<file path="config.mk">
export PLATFORM = sky130hd
export DESIGN_NAME = url_path_decode_sanitize_top_flat
export DESIGN_NICKNAME = d
export VERILOG_FILES = /design/src/rtl/upd_pkg.sv /design/src/rtl/upd_intf.sv /design/src/rtl/url_path_decode_sanitize_top.sv /design/src/rtl/upd_core.sv /design/src/rtl/upd_serializer.sv /design/src/flat_wrapper.sv
export SDC_FILE = /design/constraint.sdc
export NUM_CORES = 1
export LEC_CHECK = 0
export ABC_CLOCK_PERIOD_IN_PS = 12050
export BUFFER_PORTS_ARGS = -buffer_cell sky130_fd_sc_hd__buf_2
export CAP_MARGIN = 20
export CORE_MARGIN = 10
export CORE_UTILIZATION = 60
export CTS_BUF_LIST = sky130_fd_sc_hd__clkbuf_4 sky130_fd_sc_hd__clkbuf_8 sky130_fd_sc_hd__clkbuf_16
export CTS_CLUSTER_SIZE = 24
export DETAILED_ROUTE_END_ITERATION = 8
export PLACE_DENSITY = 0.78
export SLEW_MARGIN = 20
export SYNTH_ARGS = -nofsm -noshare
export SYNTH_HDL_FRONTEND = slang
export SYNTH_SLANG_ARGS = --single-unit
</file>
<file path="constraint.sdc">
create_clock -name i_clk -period 12.05 [get_ports i_clk]
set_input_delay 1.205 -clock i_clk [delete_from_list [all_inputs] [get_ports i_clk]]
set_output_delay 1.205 -clock i_clk [all_outputs]
set_load 0.1 [all_outputs]
</file>
<file path="src/rtl/upd_pkg.sv">
// Shared types, byte codes and per-byte decode functions for the URL path decoder.
// No dependencies; imported by every module of the block.
package upd_pkg;

    // Result burst depth: one input byte yields at most four results.
    localparam int unsigned BURST_MAX = 4;
    localparam int unsigned IDX_W     = $clog2(BURST_MAX);
    localparam int unsigned CNT_W     = $clog2(BURST_MAX + 1);

    // Byte codes
    localparam logic [7:0] CH_NUL   = 8'h00;
    localparam logic [7:0] CH_HASH  = 8'h23;
    localparam logic [7:0] CH_PCT   = 8'h25;
    localparam logic [7:0] CH_DOT   = 8'h2E;
    localparam logic [7:0] CH_SLASH = 8'h2F;
    localparam logic [7:0] CH_QM    = 8'h3F;
    localparam logic [7:0] CH_BSL   = 8'h5C;

    localparam logic KIND_PATH    = 1'b0;
    localparam logic KIND_VERDICT = 1'b1;

    typedef enum logic [1:0] {
        V_OK     = 2'd0,
        V_EMPTY  = 2'd1,
        V_REJECT = 2'd2
    } t_verdict;

    typedef enum logic [2:0] {
        PH_IDLE = 3'b001,
        PH_PCT  = 3'b010,
        PH_HEX1 = 3'b100
    } t_phase;

    typedef enum logic [1:0] {
        SEG_EMPTY  = 2'd0,
        SEG_DOT    = 2'd1,
        SEG_DOTDOT = 2'd2,
        SEG_OTHER  = 2'd3
    } t_seg;

    typedef struct packed {
        t_phase     phase;
        logic [7:0] held;
        logic       in_query;
        logic       at_start;
        t_seg       seg;
        logic       rejected;
        logic       any_emitted;
    } t_dec_state;

    localparam t_dec_state DEC_RESET = '{
        phase: PH_IDLE, held: 8'h00, in_query: 1'b0, at_start: 1'b1,
        seg: SEG_EMPTY, rejected: 1'b0, any_emitted: 1'b0
    };

    typedef struct packed {
        logic       kind;
        logic [7:0] path_byte;
        t_verdict   verdict;
        logic       last;
    } t_result;

    typedef struct packed {
        logic [CNT_W-1:0]           cnt;
        t_result [BURST_MAX-1:0]    slot;
    } t_burst;

    // Working value threaded through the steps of one byte.
    typedef struct packed {
        t_dec_state st;
        t_burst     bu;
    } t_step;

    function automatic logic upd_is_hex(input logic [7:0] c);
        return (c >= 8'h30 && c <= 8'h39) || (c >= 8'h61 && c <= 8'h66) ||
               (c >= 8'h41 && c <= 8'h46);
    endfunction

    function automatic logic [3:0] upd_hex_val(input logic [7:0] c);
        logic [7:0] v;
        if (c <= 8'h39)      v = c - 8'h30;
        else if (c >= 8'h61) v = c - 8'h57;
        else                 v = c - 8'h37;
        return v[3:0];
    endfunction

    function automatic t_step upd_push(input t_step x, input t_result r);
        t_step y;
        y = x;
        y.bu.slot[y.bu.cnt[IDX_W-1:0]] = r;
        y.bu.cnt = y.bu.cnt + CNT_W'(1);
        return y;
    endfunction

    // One decoded byte into the path stage: slash stripping, segment tracking.
    function automatic t_step upd_emit(input t_step x, input logic [7:0] c);
        t_step   y;
        t_result r;
        y = x;
        r = '{kind: KIND_PATH, path_byte: c, verdict: V_OK, last: 1'b0};
        if (!(y.st.at_start && c == CH_SLASH)) begin
            y.st.at_start    = 1'b0;
            y.st.any_emitted = 1'b1;
            if (c == CH_NUL || c == CH_BSL) y.st.rejected = 1'b1;
            if (c == CH_SLASH) begin
                if (y.st.seg == SEG_DOTDOT) y.st.rejected = 1'b1;
                y.st.seg = SEG_EMPTY;
            end else if (c == CH_DOT) begin
                unique case (y.st.seg)
                    SEG_EMPTY:  y.st.seg = SEG_DOT;
                    SEG_DOT:    y.st.seg = SEG_DOTDOT;
                    SEG_DOTDOT: y.st.seg = SEG_OTHER;
                    SEG_OTHER:  y.st.seg = SEG_OTHER;
                endcase
            end else begin
                y.st.seg = SEG_OTHER;
            end
            y = upd_push(y, r);
        end
        return y;
    endfunction

    // Raw byte with no escape pending.
    function automatic t_step upd_raw_idle(input t_step x, input logic [7:0] b);
        t_step y;
        y = x;
        if (b == CH_QM || b == CH_HASH) y.st.in_query = 1'b1;
        else if (b == CH_PCT)           y.st.phase = PH_PCT;
        else                            y = upd_emit(y, b);
        return y;
    endfunction

endpackage

</file>
<file path="src/rtl/upd_intf.sv">
// Valid/ready beat channels for target bytes in and decoded results out.
// No dependencies.
interface upd_in_if;
    logic       valid;
    logic       ready;
    logic [7:0] target_byte;
    logic       end_of_target;

    modport source (output valid, target_byte, end_of_target, input ready);
    modport sink   (input valid, target_byte, end_of_target, output ready);
endinterface

interface upd_out_if;
    logic       valid;
    logic       ready;
    logic       kind;
    logic [7:0] path_byte;
    logic [1:0] verdict;
    logic       last;

    modport source (output valid, kind, path_byte, verdict, last, input ready);
    modport sink   (input valid, kind, path_byte, verdict, last, output ready);
endinterface

</file>
<file path="src/rtl/url_path_decode_sanitize_top.sv">
// Top level of the streaming URL path decoder with traversal check.
// Depends on upd_pkg, upd_intf, upd_core and upd_serializer.
// Path: a byte passes the input register of upd_core and then the serializer buffer
//   before its first result beat is offered.
// Throughput: one byte per cycle while each byte yields at most one beat and the output
//   is ready; a byte yielding more beats (up to 4) holds the next burst until they leave.
// Reset: synchronous, active low; decoder state returns to start-of-target, buffer empties.
module url_path_decode_sanitize_top import upd_pkg::*; (
    input  logic      i_clk,
    input  logic      i_rst_n,
    upd_in_if.sink    i_tgt,
    upd_out_if.source o_res
);

    // Burst hand-off between the decode stage and the output buffer.
    logic   burst_vld;
    t_burst burst;
    logic   burst_take;

    // Decode stage: input register, escape/segment state, up to 4 results per byte.
    upd_core u_core (
        .i_clk        (i_clk),
        .i_rst_n      (i_rst_n),
        .i_tgt        (i_tgt),
        .o_burst_vld  (burst_vld),
        .o_burst      (burst),
        .i_burst_take (burst_take)
    );

    // Output buffer: drains a burst one beat per cycle while the sink is ready, takes the next burst
    // in the cycle the last pending beat leaves.
    upd_serializer u_ser (
        .i_clk        (i_clk),
        .i_rst_n      (i_rst_n),
        .i_burst_vld  (burst_vld),
        .i_burst      (burst),
        .o_burst_take (burst_take),
        .o_res        (o_res)
    );

endmodule

</file>
<file path="src/rtl/upd_core.sv">
// Input register and single-pass decode of one target byte into a result burst.
// Depends on upd_pkg and upd_in_if.
module upd_core import upd_pkg::*; (
    input  logic        i_clk,
    input  logic        i_rst_n,
    upd_in_if.sink      i_tgt,
    output logic        o_burst_vld,
    output t_burst      o_burst,
    input  logic        i_burst_take
);

    logic       r_in_vld;
    logic [7:0] r_in_byte;
    logic       r_in_end;
    t_dec_state r_st;
    t_step      c_step;
    logic       in_fire;

    assign i_tgt.ready = !r_in_vld || i_burst_take;
    assign in_fire     = i_tgt.valid && i_tgt.ready;

    always_comb begin
        c_step.st = r_st;
        c_step.bu = '0;
        if (!c_step.st.in_query) begin
            unique case (c_step.st.phase)
                PH_IDLE: begin
                    c_step = upd_raw_idle(c_step, r_in_byte);
                end
                PH_PCT: begin
                    if (upd_is_hex(r_in_byte)) begin
                        c_step.st.held  = r_in_byte;
                        c_step.st.phase = PH_HEX1;
                    end else begin
                        c_step.st.phase = PH_IDLE;
                        c_step = upd_emit(c_step, CH_PCT);
                        c_step = upd_raw_idle(c_step, r_in_byte);
                    end
                end
                default: begin
                    c_step.st.phase = PH_IDLE;
                    if (upd_is_hex(r_in_byte)) begin
                        c_step = upd_emit(c_step,
                            {upd_hex_val(c_step.st.held), upd_hex_val(r_in_byte)});
                    end else begin
                        c_step = upd_emit(c_step, CH_PCT);
                        c_step = upd_emit(c_step, c_step.st.held);
                        c_step = upd_raw_idle(c_step, r_in_byte);
                    end
                end
            endcase
        end
        if (r_in_end) begin
            // escape cut off by the end goes out raw
            if (c_step.st.phase != PH_IDLE) c_step = upd_emit(c_step, CH_PCT);
            if (c_step.st.phase == PH_HEX1) c_step = upd_emit(c_step, c_step.st.held);
            if (c_step.st.seg == SEG_DOTDOT) c_step.st.rejected = 1'b1;
            priority if (!c_step.st.any_emitted) begin
                c_step = upd_push(c_step, '{kind: KIND_VERDICT, path_byte: 8'h00,
                                            verdict: V_EMPTY, last: 1'b1});
            end else if (c_step.st.rejected) begin
                c_step = upd_push(c_step, '{kind: KIND_VERDICT, path_byte: 8'h00,
                                            verdict: V_REJECT, last: 1'b1});
            end else begin
                c_step = upd_push(c_step, '{kind: KIND_VERDICT, path_byte: 8'h00,
                                            verdict: V_OK, last: 1'b1});
            end
            c_step.st = DEC_RESET;
        end
    end

    assign o_burst_vld = r_in_vld;
    assign o_burst     = c_step.bu;

    always_ff @(posedge i_clk) begin
        if (!i_rst_n) begin
            r_in_vld <= 1'b0;
            r_st     <= DEC_RESET;
        end else begin
            if (in_fire)           r_in_vld <= 1'b1;
            else if (i_burst_take) r_in_vld <= 1'b0;
            if (r_in_vld && i_burst_take) r_st <= c_step.st;
        end
    end

    always_ff @(posedge i_clk) begin
        if (in_fire) begin
            r_in_byte <= i_tgt.target_byte;
            r_in_end  <= i_tgt.end_of_target;
        end
    end

    ap_end_has_verdict: assert property (@(posedge i_clk) disable iff (!i_rst_n)
        r_in_vld && r_in_end |-> o_burst.cnt != '0)
        else $error("end byte produced no verdict");

    ap_burst_bound: assert property (@(posedge i_clk) disable iff (!i_rst_n)
        o_burst.cnt <= CNT_W'(BURST_MAX))
        else $error("burst overflow");

    ap_end_resets: assert property (@(posedge i_clk) disable iff (!i_rst_n)
        r_in_vld && i_burst_take && r_in_end |=> r_st.at_start && !r_st.in_query &&
        r_st.phase == PH_IDLE && !r_st.any_emitted)
        else $error("state not cleared after end of target");

endmodule

</file>
<file path="src/rtl/upd_serializer.sv">
// Burst buffer that hands results out one beat per cycle while the sink is ready.
// Depends on upd_pkg and upd_out_if.
module upd_serializer import upd_pkg::*; (
    input  logic        i_clk,
    input  logic        i_rst_n,
    input  logic        i_burst_vld,
    input  t_burst      i_burst,
    output logic        o_burst_take,
    upd_out_if.source   o_res
);

    t_result [BURST_MAX-1:0] r_buf;
    logic [CNT_W-1:0]        r_cnt;
    logic [IDX_W-1:0]        r_idx;
    t_result                 c_head;
    logic                    out_fire;
    logic                    buf_free;
    logic                    load;

    assign c_head          = r_buf[r_idx];
    assign o_res.valid     = r_cnt != '0;
    assign o_res.kind      = c_head.kind;
    assign o_res.path_byte = c_head.path_byte;
    assign o_res.verdict   = c_head.verdict;
    assign o_res.last      = c_head.last;

    assign out_fire     = o_res.valid && o_res.ready;
    assign buf_free     = r_cnt == '0 || (out_fire && r_cnt == CNT_W'(1));
    // empty bursts pass straight through
    assign o_burst_take = i_burst_vld && (i_burst.cnt == '0 || buf_free);
    assign load         = o_burst_take && i_burst.cnt != '0;

    always_ff @(posedge i_clk) begin
        if (!i_rst_n) begin
            r_cnt <= '0;
            r_idx <= '0;
        end else if (load) begin
            r_cnt <= i_burst.cnt;
            r_idx <= '0;
        end else if (out_fire) begin
            r_cnt <= r_cnt - CNT_W'(1);
            r_idx <= r_idx + IDX_W'(1);
        end
    end

    always_ff @(posedge i_clk) begin
        if (load) r_buf <= i_burst.slot;
    end

    ap_cnt_bound: assert property (@(posedge i_clk) disable iff (!i_rst_n)
        r_cnt <= CNT_W'(BURST_MAX))
        else $error("buffer count out of range");

    ap_no_clobber: assert property (@(posedge i_clk) disable iff (!i_rst_n)
        load |-> r_cnt == '0 || (out_fire && r_cnt == CNT_W'(1)))
        else $error("burst loaded over pending results");

    ap_last_is_verdict: assert property (@(posedge i_clk) disable iff (!i_rst_n)
        o_res.valid && o_res.last |-> o_res.kind == KIND_VERDICT &&
        r_cnt == CNT_W'(1))
        else $error("last beat is not the closing verdict");

endmodule

</file>
<file path="src/flat_wrapper.sv">
// flat-port wrapper written by rule: the top's interface ports become plain ports
module url_path_decode_sanitize_top_flat import upd_pkg::*;
  (i_clk, i_rst_n, i_tgt_valid, i_tgt_target_byte, i_tgt_end_of_target, i_tgt_ready, o_res_valid, o_res_kind, o_res_path_byte, o_res_verdict, o_res_last, o_res_ready);
  upd_in_if i_tgt_i ();
  upd_out_if o_res_i ();
  input  logic i_clk;
  input  logic i_rst_n;
  input wire logic [$bits(i_tgt_i.valid)-1:0] i_tgt_valid;
  input wire logic [$bits(i_tgt_i.target_byte)-1:0] i_tgt_target_byte;
  input wire logic [$bits(i_tgt_i.end_of_target)-1:0] i_tgt_end_of_target;
  output wire logic [$bits(i_tgt_i.ready)-1:0] i_tgt_ready;
  output wire logic [$bits(o_res_i.valid)-1:0] o_res_valid;
  output wire logic [$bits(o_res_i.kind)-1:0] o_res_kind;
  output wire logic [$bits(o_res_i.path_byte)-1:0] o_res_path_byte;
  output wire logic [$bits(o_res_i.verdict)-1:0] o_res_verdict;
  output wire logic [$bits(o_res_i.last)-1:0] o_res_last;
  input wire logic [$bits(o_res_i.ready)-1:0] o_res_ready;
  assign i_tgt_i.valid = i_tgt_valid;
  assign i_tgt_i.target_byte = i_tgt_target_byte;
  assign i_tgt_i.end_of_target = i_tgt_end_of_target;
  assign i_tgt_ready = i_tgt_i.ready;
  assign o_res_valid = o_res_i.valid;
  assign o_res_kind = o_res_i.kind;
  assign o_res_path_byte = o_res_i.path_byte;
  assign o_res_verdict = o_res_i.verdict;
  assign o_res_last = o_res_i.last;
  assign o_res_i.ready = o_res_ready;
  url_path_decode_sanitize_top u_core (.i_clk(i_clk), .i_rst_n(i_rst_n), .i_tgt(i_tgt_i), .o_res(o_res_i));
endmodule
</file>
After elaboration in Yosys (flattened, before gate mapping)
Cells that the tools add are included.
{ "totals": {"ff_bits": 80, "word_cells": 276, "inputBits": 13, "out_inout_bits": 14} }
{ "op_classes": {"muxes": 110, "n_eq_ne": 36, "addsub": 14, "n_lt_le_gt_ge": 21, "n_reduce_logical": 54, "bitwise_logic": 13} }
{ "ops": {"columns": ["operator", "n"], "rows": [
  ["$mux W68", 12],
  ["$mux W56", 12],
  ["$bwmux W48", 4],
  ["$mux W55", 3],
  ["$demux W12 S2", 6],
  ["$pmux W68 S2", 1],
  ["$and A36 B36 Y36", 3],
  ["$not A36 Y36", 3],
  ["$mux W48", 2],
  ["$eq A8 B6 Y1 const B", 11],
  ["$mux W12", 7],
  ["$mux W57", 1],
  ["$mux W11", 4],
  ["$and A40 B40 Y40", 1],
  ["$mux W4", 10],
  ["$not A40 Y40", 1],
  ["$or A12 B12 Y12", 3],
  ["$eq A8 B7 Y1 const B", 4],
  ["$logic_not A8 Y1", 4],
  ["$pmux W2 S3", 5],
  ["$mux W1", 25],
  ["$bmux W12 S2", 1],
  ["$ge A8 B7 Y1 const B", 3],
  ["$mux W2", 12],
  ["27 further kinds", 110]
]} }

Longest topological paths before layout
{ "logic_depth": {"ltp_word": 58, "ltp_mapped": 25, "depth_no_buf": 21} }

Cells and area by module
Synthesis repeated with hierarchy kept, for this count alone.
{ "unflattened": {"hier_cells": 653, "area_unflattened_um2": 6075.8} }
{ "modules_own_cells": {"columns": ["mod", "cells_each", "n_inst", "area_each_um2"], "rows": [
  ["upd_core", 547, 1, 4000.1],
  ["upd_serializer", 106, 1, 2075.7]
]} }

Worst setup path after synthesis
OpenSTA, ideal clock, no wires.
{ "synth_path": {"path_type": "register to register", "from": "reg u_core.u_core.r_in_byte[0]", "to": "reg u_core.u_ser.r_buf[0] in the netlist's numbering (enable)", "stages_incl_launch_ff": 24, "required_ps": 11600, "arrival_time_ps": 6547, "setup_time_ps": 450, "synth_period_minus_slack_ps": 6997, "path_buffers": 3, "slack_ps": 5053, "path_cell_list": "edfxtp_1 > clkbuf_1 > inv_1 > ha_1 > o21ba_2 > o21ai_1 > xnor2_1 > and2_1 > and2_1 > clkbuf_1 > a31oi_1 > inv_1 > ha_1 > clkbuf_1 > nand2_1 > o21ai_0 > inv_1 > ha_1 > mux2_2 > ha_1 > a21o_1 > a21oi_2 > a211oi_4 > nor2_1"} }
{ "synth_between": {"elab_chain_len": 25, "word_cells_on_any_way": 68, "classes_between": "add/sub: 6; order compare: 6; eq/ne: 8; mux: 32; reduce/logical: 16"} }
{ "synth_lines": {"columns": ["item", "line", "rtl"], "rows": [
  ["start, declared", "upd_core.sv:13", "logic [7:0] r_in_byte;"],
  ["start signal, assigned", "upd_core.sv:88", "r_in_byte <= i_tgt.target_byte;"],
  ["$ge A8 B7 Y1 / $sub A4 B3 Y4 (equally long branches)", "upd_pkg.sv:75, upd_pkg.sv:82, upd_pkg.sv:83", null],
  ["$mux W4", "upd_pkg.sv:82", "else if (c >= 8'h61) v = c - 8'h57;"],
  ["$mux W4", "upd_pkg.sv:81", "if (c <= 8'h39) v = c - 8'h30;"],
  ["$mux W4", "upd_core.sv:42", "if (upd_is_hex(r_in_byte)) begin"],
  ["$mux W4", "upd_core.sv:26", "unique case (c_step.st.phase)"],
  ["$mux W4", "upd_core.sv:25", "if (!c_step.st.in_query) begin"],
  ["$eq A8 B6 Y1", "upd_pkg.sv:101, upd_pkg.sv:105", null],
  ["$logic_and A1 B1 Y1", "upd_pkg.sv:101", "if (!(y.st.at_start && c == CH_SLASH)) begin"],
  ["[... 10 more ...]", null, null],
  ["$mux W55", "upd_core.sv:53", "if (r_in_end) begin"],
  ["$add A3 B1 Y3", "upd_pkg.sv:91", "y.bu.cnt = y.bu.cnt + CNT_W'(1);"],
  ["$mux W68 *", "upd_core.sv:53", null],
  ["$logic_not A3 Y1", "upd_serializer.sv:30", "assign o_burst_take = i_burst_vld && (i_burst.cnt == '0 || buf_free);"],
  ["$logic_or A1 B1 Y1", "upd_serializer.sv:30", null],
  ["$logic_and A1 B1 Y1", "upd_serializer.sv:30", null],
  ["$logic_and A1 B1 Y1 *", "upd_serializer.sv:31", "assign load = o_burst_take && i_burst.cnt != '0;"],
  ["named net u_core.u_ser.load", "upd_serializer.sv:18", "logic load;"],
  ["end signal, assigned", "upd_serializer.sv:47", "if (load) r_buf <= i_burst.slot;"],
  ["end, declared", "upd_serializer.sv:12", "t_result [BURST_MAX-1:0] r_buf;"]
]} }
The timed path passes the listed nets; every way through them passes the cells marked *. The select of a mux whose other input is x is not followed.
A chain may end at the register's enable or synchronous reset.

Final worst setup path
{ "layout_path": {"from": "reg u_core.u_core.r_in_byte[0]", "to": "out i_tgt_ready"} }
{ "layout_between": {"elab_chain_len": 25, "word_cells_on_any_way": 67, "classes_between": "add/sub: 6; order compare: 6; eq/ne: 8; mux: 32; reduce/logical: 15"} }
{ "layout_lines": {"columns": ["item", "line", "rtl"], "rows": [
  ["$ge A8 B7 Y1 / $sub A4 B3 Y4 (equally long branches)", "upd_pkg.sv:75, upd_pkg.sv:82, upd_pkg.sv:83", null],
  ["$mux W4", "upd_pkg.sv:82", null],
  ["$mux W4", "upd_pkg.sv:81", null],
  ["$mux W4", "upd_core.sv:42", null],
  ["$mux W4", "upd_core.sv:26", null],
  ["$mux W4", "upd_core.sv:25", null],
  ["$eq A8 B6 Y1", "upd_pkg.sv:101, upd_pkg.sv:105", null],
  ["$logic_and A1 B1 Y1", "upd_pkg.sv:101", null],
  ["[... 9 more ...]", null, null],
  ["$mux W55", "upd_core.sv:56", "if (c_step.st.phase == PH_HEX1) c_step = upd_emit(c_step, c_step.st.held);"],
  ["$mux W55", "upd_core.sv:53", null],
  ["$add A3 B1 Y3", "upd_pkg.sv:91", null],
  ["$mux W68 *", "upd_core.sv:53", null],
  ["$logic_not A3 Y1 *", "upd_serializer.sv:30", null],
  ["$logic_or A1 B1 Y1 *", "upd_serializer.sv:30", null],
  ["$logic_and A1 B1 Y1 *", "upd_serializer.sv:30", null],
  ["$logic_or A1 B1 Y1 *", "upd_core.sv:19", "assign i_tgt.ready = !r_in_vld || i_burst_take;"],
  ["end, declared", "flat_wrapper.sv:11", "output wire logic [$bits(i_tgt_i.ready)-1:0] i_tgt_ready;"]
]} }
Mark *: on every way between the ends. The rest lies on a longest branch, timed or not. The select of a mux whose other input is x is not followed.

==> metrics.cfg <==
[route]
dr.pass1.iters=7
met2_length_um=7797
ant_nets=0
wl_met1_um=6850
routed.top_layer=met4
drt-initial-drc-count=595
drc=0
wire_per_inst_um=22.69
wl_met3_um=1459
vias_per_cell=7.019
routed_wl_um=16790
vias=5194

[synthesis]
synth_cell_types=85
yosys-top-cells-area=edfxtp_1 (28%), dfxtp_1 (8.2%), nand2_1 (4.7%)
synth_top_cell_by_area=edfxtp_1
avgSynthCellArea_um2=8.970
netlist_area_mm2=0.005624
synth-seq-cells=76
seq_area_frac_synth=0.3648
synthArstFlopShare=0
synth_cells=627
synth-edff-count=53
syn-num-nets=660
netlist.area_leader.share=0.2830
yosys_warnings=0
synth_ff_type=edfxtp_1

[pwr]
p_total_mw=0.9084
p_seq_frac=0.385
clkPwrFrac=0.264
power.density_mw_per_mm2=151.6
p_int_mw=0.5291
p_comb_frac=0.352
p_leak_nw=2.321
swShare=0.4175
ir_worst_vdd_v=0.00009674
p_sw_mw=0.3792

[floorplan]
io_pins=27
die_area_mm2=0.01365
std_cell_rows=35
initial_core_util=0.6116
coreArea_mm2=0.009196
die_height_um=116.8
die_w_um=116.8

[global_routing]
grt_overflow=0
grt_usage=0.2444
grt_max_degree=48
grt_pass1_vias=4764
antenna_found_initial=0
grt_first_pass_wirelength_um=25820

[min_path]
holdCritPathClass=reg -> reg
worstHoldPathCells=2

[timing]
min_period_ns=7.684
skew_ns=0.01272
fmax_ghz=0.1301
fin_tns_setup_ns=0
hold_violations=0
grt_setup_unrepaired=false
min_period_over_period=0.6377
slew_viol_final=0
setup_viol=0
worst_pin_slew_ns=0.9050
relSlewSlack=0.3911

[critical_path]
r2r_start=u_core.u_core.r_in_byte[0]
regToRegSetupSlack_ns=5.37
r2r_cells=21
crit_path_start=u_core.u_core.r_in_byte[0]
crit_path_max_fanout=12
cp-start-kind=flop
worstPathRequired_ns=10.85
end_kind=output pin
worstPathArrival_ns=6.48
crit_type=reg -> out
r2r_end=u_core.u_core.r_in_byte[3]
crit_end=i_tgt_ready

[clock_network]
clkTransAtPathRegs_ns=0.09
cts_tree=yes
h-tree-depth=3
clock_path_buffers=2
cts_root_buf=clkbuf_8
post_cts_buffers=0
worstSkewPairLatency_ns=0.35
numCtsBuffers=9
cts.sinks=76
hold_buffers=0
cts.repair.resized=0

[placed_design]
gp_congestion=0.9516
port_buffers=26
hpwl_um=12660

[run]
maxCapViolations=0

[run_status]
outcome=completed

[cells_and_area]
synthToLayoutAreaGrowth_pct=6.518
diodes=0
drive_above_1_share=0.1304
nets=657

[placed cells by master (no fill, tap or decap), drive strengths merged, types with 4 or more instances in the layout]
master    n
nand2    71
nor2     68
edfxtp   53
a21oi    43
inv      31
buf      30
o21ai    28
nand3    24
dfxtp    23
ha       20
mux2i    17
nor3     14
a31oi    13
mux4     11
clkbuf   11
nand4    10
nor4      9
o22ai     8
and2      8
a22oi     7
o22a      7
and3      7
nand2b    6
a2bb2oi   6
o211ai    5
xnor2     5
a21o      5
o21bai    4
a211o     4
o211a     4
xor2      4
or4       4
a211oi    4
mux2      4
nor3b     4
[layout make-up]
type	count	area [um^2]
Fill cell	758	3206
Timing Repair Buffer	30	172.7
Sequential cell	76	2052
Inverter	31	116.4
Clock inverter	5	82.58
Tap cell	111	138.9
Multi-Input combinational cell	476	3272
Clock buffer	11	156.4
[metrics by stage]
step / utilization / setup WS [ns] / cells / hold slack (ns) / cell area (um^2)
floorplan: - / 5.053 / 627 / 0.4378 / 5624
global placement: 0.6227 / 5.140 / 723 / 0.4638 / 5727
detailed placement: 0.6227 / 4.885 / 723 / 0.4773 / 5727
CTS: 0.6487 / 4.486 / 739 / 0.4916 / 5966
global route: 0.6514 / 3.904 / 740 / 0.5096 / 5991
finish: 0.6514 / 4.366 / 740 / 0.4916 / 5991
[sequential cells by signal, indices dropped and copies added (netlist names)]
register                   cells
u_core.u_core.o_burst_vld      1
u_core.u_core.r_in_byte        8
u_core.u_core.r_in_end         1
u_core.u_core.r_st            17
u_core.u_ser.r_buf            44
u_core.u_ser.r_cnt             3
u_core.u_ser.r_idx             2
[worst min-delay path by stage]
stage	startpoint	end	slack, ns
2_1_floorplan	u_core.u_core.r_st[0]	u_core.u_core.r_st[0]	0.44
6_report	u_core.u_core.r_st[0]	u_core.u_core.r_st[0]	0.49
3_5_place_dp	u_core.u_core.r_st[0]	u_core.u_core.r_st[0]	0.48
4_1_cts	u_core.u_core.r_st[0]	u_core.u_core.r_st[0]	0.49
3_3_place_gp	u_core.u_core.r_st[0]	u_core.u_core.r_st[0]	0.46
5_1_grt	u_core.u_core.r_st[0]	u_core.u_core.r_st[0]	0.51
[routing by layer]
metal	global-route usage	vias to the layer above
met3	0.03313	57
met4	0.08814	0
li1	-	2334
met1	0.3209	2476
met5	0	-
met2	0.4034	327
[cells by family (layout without fill, tap and decap cells)]
logic type,after synthesis,after routing,synth area share
AOI/OAI and AO/OA,169,169,0.2171
xor gates and xnor gates,9,9,0.01401
adders and majority gates,20,20,0.04449
buffers and inverters,75,77,0.05562
DFF,76,76,0.3649
muxes,32,32,0.08298
and+or+nand+nor,246,246,0.2209
[synthesized netlist by cell type, types with 8 or more instances]
| cell type | number |
|---|---|
| a21oi_1 | 41 |
| a31oi_1 | 12 |
| buf_2 | 8 |
| clkbuf_1 | 24 |
| dfxtp_1 | 23 |
| edfxtp_1 | 53 |
| ha_1 | 20 |
| inv_1 | 30 |
| mux2i_1 | 17 |
| mux4_2 | 11 |
| nand2_1 | 71 |
| nand3_1 | 24 |
| nand4_1 | 10 |
| nor2_1 | 67 |
| nor3_1 | 14 |
| o21ai_0 | 26 |
| o22ai_1 | 8 |
[power by group through the flow]
stage	Clock (mW)	Combinational, mW	Sequential [mW]
3_3_place_gp	0	0.310	0.354
6_report	0.240	0.319	0.349
5_1_grt	0.247	0.337	0.355
4_1_cts	0.240	0.316	0.350
2_1_floorplan	0	0.287	0.332
3_5_place_dp	0	0.315	0.357
[worst max-delay path, stage by stage, from the launching register on]
cell and delay, ns:
edfxtp_1 0.64, inv_1 0.23, ha_1 0.28, o21ba_2 0.23, o21ai_1 0.44, xnor2_1 0.23, and2_1 0.24, and2_1 0.22
a31oi_1 0.45, inv_1 0.14, ha_1 0.44, nand2_1 0.07, o21ai_0 0.11, inv_1 0.07, ha_1 0.27, mux2_2 0.31
ha_1 0.28, nand2_1 0.06, o21ai_0 0.25, a211oi_4 0.48, nor3_1 0.16, inv_1 0.08, buf_2 0.42
No activity file was read; power rests on OpenSTA's default activity.
